<file path="src/rtl/lps_pkg.sv">
`timescale 1ns / 1ps

package lps_pkg;

	localparam int unsigned STAMP_W = 32;
	localparam int unsigned HALF_W  = 16;
	localparam int unsigned ADDR_W  = 5;

	localparam logic [2:0] CMD_TICK   = 3'd0;
	localparam logic [2:0] CMD_CONN   = 3'd1;
	localparam logic [2:0] CMD_RECORD = 3'd2;
	localparam logic [2:0] CMD_PLAY   = 3'd3;
	localparam logic [2:0] CMD_SAVE   = 3'd4;

	localparam logic [2:0] REG_RECORD_HALF  = 3'd0;
	localparam logic [2:0] REG_PLAY_HALF    = 3'd1;
	localparam logic [2:0] REG_FLASH_HALF   = 3'd2;
	localparam logic [2:0] REG_FLASH_WINDOW = 3'd3;
	localparam logic [2:0] REG_ERROR_HOLD   = 3'd4;

	localparam logic [HALF_W-1:0] RECORD_HALF_RST  = 16'd200;
	localparam logic [HALF_W-1:0] PLAY_HALF_RST    = 16'd500;
	localparam logic [HALF_W-1:0] FLASH_HALF_RST   = 16'd100;
	localparam logic [HALF_W-1:0] FLASH_WINDOW_RST = 16'd600;
	localparam logic [HALF_W-1:0] ERROR_HOLD_RST   = 16'd1000;

	typedef enum logic [2:0] {
		PAT_IDLE = 3'd0,
		PAT_REC  = 3'd1,
		PAT_PLAY = 3'd2,
		PAT_OK   = 3'd3,
		PAT_ERR  = 3'd4
	} pattern_t;

	typedef enum logic [1:0] {
		ST_IDLE,
		ST_DIV,
		ST_DONE
	} seq_state_t;

	typedef struct packed {
		logic [2:0]         command;
		logic               flag;
		logic [STAMP_W-1:0] now_ms;
	} in_item_t;

	typedef struct packed {
		logic       led_on;
		logic [2:0] pattern_now;
	} out_item_t;

	typedef struct packed {
		logic busy;
		logic done;
		logic qbit;
	} div_status_t;

endpackage

</file>
<file path="src/rtl/lps_div.sv">
`timescale 1ns / 1ps

// Restoring divider, one quotient bit per cycle; reports the quotient LSB.
module lps_div (
	input  logic                           clk,
	input  logic                           arst_n,
	input  logic                           start,
	input  logic [lps_pkg::STAMP_W-1:0]    dividend,
	input  logic [lps_pkg::HALF_W-1:0]     divisor,
	output lps_pkg::div_status_t           status
);

	logic                         busy_q;
	logic                         done_q;
	logic                         qbit_q;
	logic [4:0]                   count_q;
	logic [lps_pkg::HALF_W-1:0]   rem_q;
	logic [lps_pkg::STAMP_W-1:0]  dvd_q;
	logic [lps_pkg::HALF_W-1:0]   dvs_q;

	logic [lps_pkg::HALF_W:0]     trial;
	logic [lps_pkg::HALF_W:0]     diff;
	logic                         fits;

	assign trial = {rem_q, dvd_q[lps_pkg::STAMP_W-1]};
	assign diff  = trial - {1'b0, dvs_q};
	assign fits  = trial >= {1'b0, dvs_q};

	always_ff @(posedge clk or negedge arst_n) begin
		if (!arst_n) begin
			busy_q  <= 1'b0;
			done_q  <= 1'b0;
			count_q <= '0;
		end else begin
			done_q <= 1'b0;
			if (start) begin
				busy_q  <= 1'b1;
				count_q <= '0;
			end else if (busy_q) begin
				count_q <= count_q + 5'd1;
				if (count_q == 5'd31) begin
					busy_q <= 1'b0;
					done_q <= 1'b1;
				end
			end
		end
	end

	always_ff @(posedge clk) begin
		if (start) begin
			rem_q  <= '0;
			dvd_q  <= dividend;
			// a zero half period acts as one
			dvs_q  <= (divisor == '0) ? lps_pkg::HALF_W'(1) : divisor;
			qbit_q <= 1'b0;
		end else if (busy_q) begin
			rem_q  <= fits ? diff[lps_pkg::HALF_W-1:0] : trial[lps_pkg::HALF_W-1:0];
			dvd_q  <= {dvd_q[lps_pkg::STAMP_W-2:0], 1'b0};
			qbit_q <= fits;
		end
	end

	assign status = '{busy: busy_q, done: done_q, qbit: qbit_q};

endmodule

</file>
<file path="src/rtl/led_pattern_sequencer.sv">
`timescale 1ns / 1ps

// Channel   Direction  Payload       Handshake
// in        input      in_item_t     in_valid / in_stall
// out       output     out_item_t    out_valid / out_stall
// cfg       input      APB, 32 bit   psel / penable / pwrite, pready tied high
//
// A blinking tick is accepted, runs 32 steps of the shared divider, takes the
// quotient bit, then loads the output register. Other ticks go straight to the
// output register; set and save commands load no result.
// Reset clears all control state and loads the default periods.
// A finished result waits in the output register while out_stall is high;
// the next item is taken meanwhile, but its result waits behind it.
module led_pattern_sequencer (
	input  logic                          clk,
	input  logic                          arst_n,
	input  logic                          in_valid,
	output logic                          in_stall,
	input  lps_pkg::in_item_t             in_data,
	output logic                          out_valid,
	input  logic                          out_stall,
	output lps_pkg::out_item_t            out_data,
	input  logic                          psel,
	input  logic                          penable,
	input  logic                          pwrite,
	input  logic [lps_pkg::ADDR_W-1:0]    paddr,
	input  logic [31:0]                   pwdata,
	output logic [31:0]                   prdata,
	output logic                          pready
);

	lps_pkg::seq_state_t           state_q, state_d;
	lps_pkg::pattern_t             pattern_q, pattern_d;
	logic [lps_pkg::STAMP_W-1:0]   start_q, start_d;
	logic                          conn_q, conn_d;
	logic                          rec_q, rec_d;
	logic                          play_q, play_d;
	logic                          led_q, led_d;
	logic                          out_valid_q, out_valid_d;
	lps_pkg::out_item_t            out_data_q, out_data_d;

	logic [lps_pkg::HALF_W-1:0]    record_half_q, play_half_q, flash_half_q;
	logic [lps_pkg::HALF_W-1:0]    flash_window_q, error_hold_q;

	logic [lps_pkg::STAMP_W-1:0]   elapsed;
	logic                          div_start;
	logic [lps_pkg::HALF_W-1:0]    div_half;
	lps_pkg::div_status_t          div_st;
	logic                          cfg_write;
	logic [2:0]                    reg_idx;

	assign elapsed   = in_data.now_ms - start_q;
	assign cfg_write = psel && penable && pwrite;
	assign reg_idx   = paddr[lps_pkg::ADDR_W-1:2];
	assign pready    = 1'b1;

	always_ff @(posedge clk or negedge arst_n) begin
		if (!arst_n) begin
			record_half_q  <= lps_pkg::RECORD_HALF_RST;
			play_half_q    <= lps_pkg::PLAY_HALF_RST;
			flash_half_q   <= lps_pkg::FLASH_HALF_RST;
			flash_window_q <= lps_pkg::FLASH_WINDOW_RST;
			error_hold_q   <= lps_pkg::ERROR_HOLD_RST;
		end else if (cfg_write) begin
			unique case (reg_idx)
				lps_pkg::REG_RECORD_HALF:  record_half_q  <= pwdata[lps_pkg::HALF_W-1:0];
				lps_pkg::REG_PLAY_HALF:    play_half_q    <= pwdata[lps_pkg::HALF_W-1:0];
				lps_pkg::REG_FLASH_HALF:   flash_half_q   <= pwdata[lps_pkg::HALF_W-1:0];
				lps_pkg::REG_FLASH_WINDOW: flash_window_q <= pwdata[lps_pkg::HALF_W-1:0];
				lps_pkg::REG_ERROR_HOLD:   error_hold_q   <= pwdata[lps_pkg::HALF_W-1:0];
				default: ;
			endcase
		end
	end

	always_comb begin
		unique case (reg_idx)
			lps_pkg::REG_RECORD_HALF:  prdata = {16'd0, record_half_q};
			lps_pkg::REG_PLAY_HALF:    prdata = {16'd0, play_half_q};
			lps_pkg::REG_FLASH_HALF:   prdata = {16'd0, flash_half_q};
			lps_pkg::REG_FLASH_WINDOW: prdata = {16'd0, flash_window_q};
			lps_pkg::REG_ERROR_HOLD:   prdata = {16'd0, error_hold_q};
			default:                   prdata = '0;
		endcase
	end

	always_ff @(posedge clk or negedge arst_n) begin
		if (!arst_n) begin
			state_q     <= lps_pkg::ST_IDLE;
			pattern_q   <= lps_pkg::PAT_IDLE;
			start_q     <= '0;
			conn_q      <= 1'b0;
			rec_q       <= 1'b0;
			play_q      <= 1'b0;
			out_valid_q <= 1'b0;
		end else begin
			state_q     <= state_d;
			pattern_q   <= pattern_d;
			start_q     <= start_d;
			conn_q      <= conn_d;
			rec_q       <= rec_d;
			play_q      <= play_d;
			out_valid_q <= out_valid_d;
		end
	end

	always_ff @(posedge clk) begin
		led_q      <= led_d;
		out_data_q <= out_data_d;
	end

	always_comb begin
		state_d     = state_q;
		pattern_d   = pattern_q;
		start_d     = start_q;
		conn_d      = conn_q;
		rec_d       = rec_q;
		play_d      = play_q;
		led_d       = led_q;
		out_valid_d = out_valid_q;
		out_data_d  = out_data_q;
		in_stall    = 1'b1;
		div_start   = 1'b0;
		div_half    = record_half_q;

		// drop the output transaction once taken
		if (out_valid_q && !out_stall) begin
			out_valid_d = 1'b0;
		end

		unique case (state_q)
			lps_pkg::ST_IDLE: begin
				in_stall = 1'b0;
				if (in_valid) begin
					case (in_data.command)
						lps_pkg::CMD_CONN: conn_d = in_data.flag;
						lps_pkg::CMD_RECORD: begin
							rec_d = in_data.flag;
							if (in_data.flag) begin
								pattern_d = lps_pkg::PAT_REC;
								start_d   = in_data.now_ms;
							end else if (!play_q) begin
								pattern_d = lps_pkg::PAT_IDLE;
							end
						end
						lps_pkg::CMD_PLAY: begin
							play_d = in_data.flag;
							if (in_data.flag) begin
								pattern_d = lps_pkg::PAT_PLAY;
								start_d   = in_data.now_ms;
							end else if (!rec_q) begin
								pattern_d = lps_pkg::PAT_IDLE;
							end
						end
						lps_pkg::CMD_SAVE: begin
							pattern_d = in_data.flag ? lps_pkg::PAT_OK : lps_pkg::PAT_ERR;
							start_d   = in_data.now_ms;
						end
						lps_pkg::CMD_TICK: begin
							state_d = lps_pkg::ST_DONE;
							led_d   = conn_q;
							case (pattern_q) inside
								lps_pkg::PAT_REC: begin
									div_start = 1'b1;
									div_half  = record_half_q;
									state_d   = lps_pkg::ST_DIV;
								end
								lps_pkg::PAT_PLAY: begin
									div_start = 1'b1;
									div_half  = play_half_q;
									state_d   = lps_pkg::ST_DIV;
								end
								lps_pkg::PAT_OK, lps_pkg::PAT_ERR: begin
									if (pattern_q == lps_pkg::PAT_OK &&
									    elapsed < {16'd0, flash_window_q}) begin
										div_start = 1'b1;
										div_half  = flash_half_q;
										state_d   = lps_pkg::ST_DIV;
									end else if (pattern_q == lps_pkg::PAT_ERR &&
									             elapsed < {16'd0, error_hold_q}) begin
										led_d = 1'b1;
									end else begin
										// window over: fall back to the base pattern
										if (rec_q) begin
											pattern_d = lps_pkg::PAT_REC;
											start_d   = in_data.now_ms;
										end else if (play_q) begin
											pattern_d = lps_pkg::PAT_PLAY;
											start_d   = in_data.now_ms;
										end else begin
											pattern_d = lps_pkg::PAT_IDLE;
										end
									end
								end
								default: ;
							endcase
						end
						default: ;
					endcase
				end
			end
			lps_pkg::ST_DIV: begin
				if (div_st.done) begin
					// lit while the quotient is even
					led_d   = !div_st.qbit;
					state_d = lps_pkg::ST_DONE;
				end
			end
			lps_pkg::ST_DONE: begin
				if (!out_valid_q || !out_stall) begin
					out_valid_d = 1'b1;
					out_data_d  = '{led_on: led_q, pattern_now: pattern_q};
					state_d     = lps_pkg::ST_IDLE;
				end
			end
			default: state_d = lps_pkg::ST_IDLE;
		endcase
	end

	lps_div u_div (
		.clk      (clk),
		.arst_n   (arst_n),
		.start    (div_start),
		.dividend (elapsed),
		.divisor  (div_half),
		.status   (div_st)
	);

	assign out_valid = out_valid_q;
	assign out_data  = out_data_q;

	a_div_active: assert property (@(posedge clk) disable iff (!arst_n)
		(state_q == lps_pkg::ST_DIV) |-> (div_st.busy || div_st.done))
		else $error("divider idle while waiting on it");

	a_done_owned: assert property (@(posedge clk) disable iff (!arst_n)
		div_st.done |-> (state_q == lps_pkg::ST_DIV))
		else $error("divider finished outside a division");

	a_out_from_done: assert property (@(posedge clk) disable iff (!arst_n)
		$rose(out_valid_q) |-> ($past(state_q) == lps_pkg::ST_DONE))
		else $error("result shown without a finished tick");

endmodule

</file>
<file path="config.mk">
export PLATFORM = sky130hd
export DESIGN_NAME = led_pattern_sequencer
export DESIGN_NICKNAME = d
export VERILOG_FILES = /design/src/rtl/lps_pkg.sv /design/src/rtl/lps_div.sv /design/src/rtl/led_pattern_sequencer.sv
export SDC_FILE = /design/constraint.sdc
export NUM_CORES = 1
export LEC_CHECK = 0
export BUFFER_PORTS_ARGS = -buffer_cell sky130_fd_sc_hd__buf_2
export CORE_MARGIN = 5
export CORE_UTILIZATION = 35
export DETAILED_ROUTE_END_ITERATION = 10
export GPL_TIMING_DRIVEN = 0
export SYNTH_ARGS = -nofsm -noshare
export SYNTH_HDL_FRONTEND = slang
export SYNTH_SLANG_ARGS = --single-unit
</file>
<file path="constraint.sdc">
create_clock -name clk -period 5 [get_ports clk]
set_input_delay 0.25 -clock clk [delete_from_list [all_inputs] [get_ports clk]]
set_output_delay 0.25 -clock clk [all_outputs]
set_load 0.02 [all_outputs]
</file>
# Word level (Yosys, flattened, before mapping)
# Index checks and enable logic that the tools add are counted.
# classes
add_sub_neg,3
magnitude_cmp,3
eq_ne,28
n_mux,70
reduce_logical,32
# ops
op,n
$mux W32,10
$mux W16,8
$pmux W32 S3,1
$pmux W16 S5,1
$lt A32 B16 Y1,2
$sub A32 B32 Y32,1
$mux W3,10
$mux W1,25
$mux W2,10
$reduce_and A10 Y1,2
$eq A3 B2 Y1 const B,6
$ge A17 B16 Y1,1
$logic_not A16 Y1,1
$sub A16 B16 Y16,1
$ne A2 B2 Y1 const B,7
$pmux W3 S4,1
$reduce_and A2 Y1,6
$mux W5,2
$eq A3 B1 Y1 const B,3
$eq A3 B3 Y1 const B,3
$ne A3 B3 Y1 const B,3
$reduce_and A3 Y1,3
$reduce_and A4 Y1,2
$logic_not A3 Y1,2
other kinds (15),25
# totals
ff_bits,198
input_bits,80
output_inout_bits,39
wordCells,158

# Depth between registers and ports, before layout
# logic_depth
word_depth,11
depth_mapped,26
depth_no_buf,25

# Cells and area by module
# Synthesis repeated with hierarchy kept, for this count alone.
# hier_totals
cells_unflattened,1344
area_unflattened_um2,13095.1
# modules_own_cells
module,n_inst,cells_per_inst,area_each_um2,seq_area_each_um2
led_pattern_sequencer,1,1001,9212.6,3205.6
lps_div,1,343,3882.5,1956.9

# Worst setup path after synthesis
# OpenSTA, ideal clock, no wires.
# synth_timing
path_type,register -> register
from,register start_q[0] (netlist bit)
to,register u_div.dvd_q[0] (netlist bit) (enable)
setup_time_ps,389
t_arrival_ps,4667
required_time_ps,4611
slack_ps,-57
stages_incl_launch_ff,24
n_path_buf,1
synth_period_minus_slack_ps,5057
cell_sequence,dfrtp_1 > ha_1 > inv_1 > fa_1 > a211oi_1 > o21ai_1 > a41oi_1 > nand2_1 > a21o_1 > a21oi_1 > xnor2_1 > ha_1 > a21o_1 > a21oi_1 > nand2_1 > nand2_1 > nand2_1 > o21ai_0 > nand2_1 > or4_4 > o21ai_2 > nand2_1 > clkbuf_1 > nand2_1
# synth_between
elab_chain_cells,11
# synth_rtl
element,line,source
"start, declared",led_pattern_sequencer.sv:34,"logic [lps_pkg::STAMP_W-1:0] start_q, start_d;"
"start signal, assigned",led_pattern_sequencer.sv:99,start_q <= start_d;
$sub A32 B32 Y32,led_pattern_sequencer.sv:52,assign elapsed = in_data.now_ms - start_q;
$lt A32 B16 Y1,led_pattern_sequencer.sv:175,"elapsed < {16'd0, flash_window_q}) begin"
$logic_and A1 B1 Y1,led_pattern_sequencer.sv:174,if (pattern_q == lps_pkg::PAT_OK &&
$mux W1,led_pattern_sequencer.sv:174,
$mux W1 (3 in a row),led_pattern_sequencer.sv:162,case (pattern_q) inside
$mux W1,led_pattern_sequencer.sv:135,case (in_data.command)
$mux W1,led_pattern_sequencer.sv:134,if (in_valid) begin
$mux W1,led_pattern_sequencer.sv:131,unique case (state_q)
$reduce_bool A2 Y1 (no line),-,
"end signal, assigned",lps_div.sv:52,dvd_q <= dividend;
"end signal, assigned",lps_div.sv:58,"dvd_q <= {dvd_q[lps_pkg::STAMP_W-2:0], 1'b0};"
"end, declared",lps_div.sv:18,logic [lps_pkg::STAMP_W-1:0] dvd_q;
# Every way passes these cells.
# A chain may end at the register's enable or synchronous reset.

# Worst setup path in the final report
# layout_timing
from,register start_q[0] (netlist bit)
to,"register u_div.dvs_q[0] (netlist bit), data pin"
# layout_between
elab_chain_cells,11
# layout_rtl
element,line,source
$sub A32 B32 Y32 (*),led_pattern_sequencer.sv:52,
$lt A32 B16 Y1 (*),led_pattern_sequencer.sv:175,
$logic_and A1 B1 Y1 (*),led_pattern_sequencer.sv:174,
$mux W16 (*),led_pattern_sequencer.sv:174,
$mux W16 (*) (3 in a row),led_pattern_sequencer.sv:162,
$mux W16 (*),led_pattern_sequencer.sv:135,
$mux W16 (*),led_pattern_sequencer.sv:134,
$mux W16 (*),led_pattern_sequencer.sv:131,
$logic_not A16 Y1,lps_div.sv:54,dvs_q <= (divisor == '0) ? lps_pkg::HALF_W'(1) : divisor;
"end signal, assigned",lps_div.sv:54,
"end, declared",lps_div.sv:19,logic [lps_pkg::HALF_W-1:0] dvs_q;
# Mark *: on every way between the ends. The rest lies on a longest branch, timed or not.

==> flow_metrics.env <==
export IMPL_dieArea_sq_um=40000
export IMPL_ir_drop_mv=0.284
export IMPL_hold_path_class="in2reg"
export IMPL_async_flop_share_pct=64.6
export IMPL_wire_per_inst_um=18.2
export IMPL_cts_sinks=198
export IMPL_crit_family="compound AO/OA/AOI/OAI gates"
export IMPL_synth_flop_cell="dfrtp_1"
export IMPL_grt_pass1_vias=9919
export IMPL_drt_iter0_drc=672
export IMPL_fin_nets=1580
export IMPL_avgSynthCellArea_sq_um=9.90
export IMPL_die_h_um=200
export IMPL_finalCritPeriodShare_pct=98.1
export IMPL_drv_slew=0
export IMPL_antenna_found_initial=2
export IMPL_grt_usage_pct=16.6
export IMPL_instances_no_fill=1894
export IMPL_ant_nets=0
export IMPL_fill_cells=3463
export IMPL_maxCapViolCount=0
export IMPL_ys_types=79
export IMPL_clock_skew_ns=0.0123
export IMPL_path_max_fanout=4
export IMPL_cts_tree="yes"
export IMPL_power_w=0.00883
export IMPL_drc_errors=0
export IMPL_cts_root_buf="clkbuf_16"
export IMPL_top_level_ports=119
export IMPL_die_width_um=200
export IMPL_synth_area_sq_um=12600
export IMPL_drt_pass1_iter_count=5
export IMPL_yosys_warnings=0
export IMPL_synth_edf_count=53
export IMPL_crit_path_frequent_cell="nand2_1"
export IMPL_finalSetupViolCount=0
export IMPL_netlist_instances=1277
export IMPL_syn2layout_area_growth_pct=18.0
export IMPL_overflow=0
export IMPL_required_ns=5.21
export IMPL_clock_latency_ns=0.45
export IMPL_vias_per_cell=5.35
export IMPL_synth_seq_cells=198
export IMPL_fin_setup_tns_ns=0
export IMPL_rsz0062_at_grt="yes"
export IMPL_start_util_pct=35.5
export IMPL_cts_max_level=4
export IMPL_clk_path_buf_depth=2
export IMPL_finish_utilization_pct=41.9
export IMPL_gp_congestion=0.882
export IMPL_mostFrequentLayoutCells="106 x dfrtp_1, 105 x mux2_2, 103 x nand2_1"
export IMPL_hold_viol=0
export IMPL_grt_pass1_wl_um=53800
export IMPL_fmax_mhz=204
export IMPL_cts_buffers=17
export IMPL_max_slew_margin_pct=35.0
export IMPL_crit_type="reg2reg"
export IMPL_grt_max_degree=80
export IMPL_critPathBufInv=2
export IMPL_path_clk_slew_ns=0.08
export IMPL_core_area_sq_um=35700
export IMPL_io_buffers=82
export IMPL_tightest_slew_ns=0.967
export IMPL_leakage_nw=6.61
export IMPL_status="finished clean"
export IMPL_slowest_delay_ns=0.51
export IMPL_num_rows=69
export IMPL_p_per_area_nw_per_um2=591
export IMPL_yosysSeqAreaShare_pct=40.8
export IMPL_slowest_stage="or4_4"
export IMPL_layout_min_cycle_time_ns=4.90
export IMPL_endpoint_kind="flop"
export IMPL_vias=10100
export IMPL_hpwl_um=25500
export IMPL_drt_total_wl_um=34500
export IMPL_worstPathArrival_ns=5.11
export IMPL_final_common_cell="dfrtp_1"
export IMPL_drive_gt1_share_pct=27.4
export IMPL_cp_start_kind="flop"
export IMPL_place_inst=1837
-- per-layer routing --
| layer | track usage (%) | routed length [um] |
|---|---|---|
| met4 | 5.85 | 845 |
| met3 | 3.22 | 1680 |
| met2 | 27.5 | 16600 |
| met1 | 21.7 | 15300 |
| met5 | 0 | 7 |
-- area by class of cell --
| type | instances | area (sq um) | area share [%] |
|---|---|---|---|
| multi-input cells | 928 | 7100 | 47.5 |
| flip-flops and latches | 198 | 5160 | 34.6 |
| repair buffers | 107 | 673 | 4.51 |
| well taps | 461 | 577 | 3.86 |
| clock buffers | 19 | 454 | 3.04 |
| plain buffers | 71 | 442 | 2.96 |
| inverters | 96 | 364 | 2.44 |
| clock inverters | 13 | 156 | 1.05 |
| diodes | 1 | 2.50 | 0.0168 |
-- report_power, final --
part           internal (W)  total [W]  switching (W)
combinational       0.00205    0.00476        0.00271
clock              0.000745    0.00144       0.000698
sequential          0.00230    0.00263       0.000325
-- synth_stat cells (18+ instances only) --
cell	instances	area (sq um)
dfrtp_1	106	2650
nand2_1	106	398
mux2_2	105	1180
nor2_1	104	390
inv_1	95	357
ha_1	79	988
a21oi_1	64	320
o21ai_0	63	315
edfxtp_1	53	1590
clkbuf_1	36	135
o22ai_1	35	219
a22oi_1	32	240
mux2_4	27	405
a21o_1	25	188
dfstp_2	22	578
a211oi_1	19	143
mux2i_1	19	190
xor2_1	19	166
buf_4	18	135
-- metrics by stage --
stage	hold slack, ns	setup WS (ns)	instance area (sq um)
3_5_place_dp	0.222	-1.10	13700
3_3_place_gp	0.430	-1.07	13700
4_1_cts	0.0227	0.0140	14600
2_1_floorplan	-0.0456	0.235	12700
5_1_grt	0.0457	-0.190	14900
6_report	0.0373	0.0963	14900
-- tightest hold or removal path: stages --
cell     delay (ns)
buf_2          0.09
nand2_1        0.07
nand2_1        0.06
-- cell families after synthesis --
group,synth area share [%]
other,0.0594
flip-flops,40.8
adder cells (fa/ha/maj),8.13
AO/OA/AOI/OAI,16.4
buffers and inverters,5.82
multiplexers,14.3
AND/OR/NAND/NOR,12.0
XOR/XNOR,2.49
-- what timing repair did --
item | in CTS | in global routing
pin swaps | 6 | 32
cloned | 1 | 1
endpoints found under the hold margin | 39 | 0
gates resized for setup | 25 | 59
buffers inserted | 6 | 16
endpoints found under the setup margin | 150 | 141
hold buffers | 1 | 0
-- sequential cells by signal, indices dropped and copies added (netlist names) --
signal / cells
start_q: 32
u_div.dvd_q: 32
error_hold_q: 16
flash_half_q: 16
flash_window_q: 16
play_half_q: 16
record_half_q: 16
u_div.dvs_q: 16
u_div.rem_q: 16
u_div.count_q: 5
out_data: 4
pattern_q: 3
state_q: 2
conn_q: 1
led_q: 1
out_valid: 1
play_q: 1
rec_q: 1
u_div.busy_q: 1
u_div.done_q: 1
u_div.qbit_q: 1
-- final timing paths --
kind / start / endpoint / slack [ns] / depth (start not counted)
setup reg to reg: start_q[0] / u_div.dvs_q[0] / 0.1 / 25
hold / removal: out_stall / out_valid / 0.04 / 3
setup / recovery: start_q[0] / u_div.dvs_q[0] / 0.1 / 25
min in group asynchronous: arst_n / start_q[24] / 0.31 / 2
max in group asynchronous: arst_n / error_hold_q[5] / 3.87 / 3
hold reg to reg: led_q / out_data[3] / 0.44 / 0
Note: power is estimated with default switching activity, not from simulation.
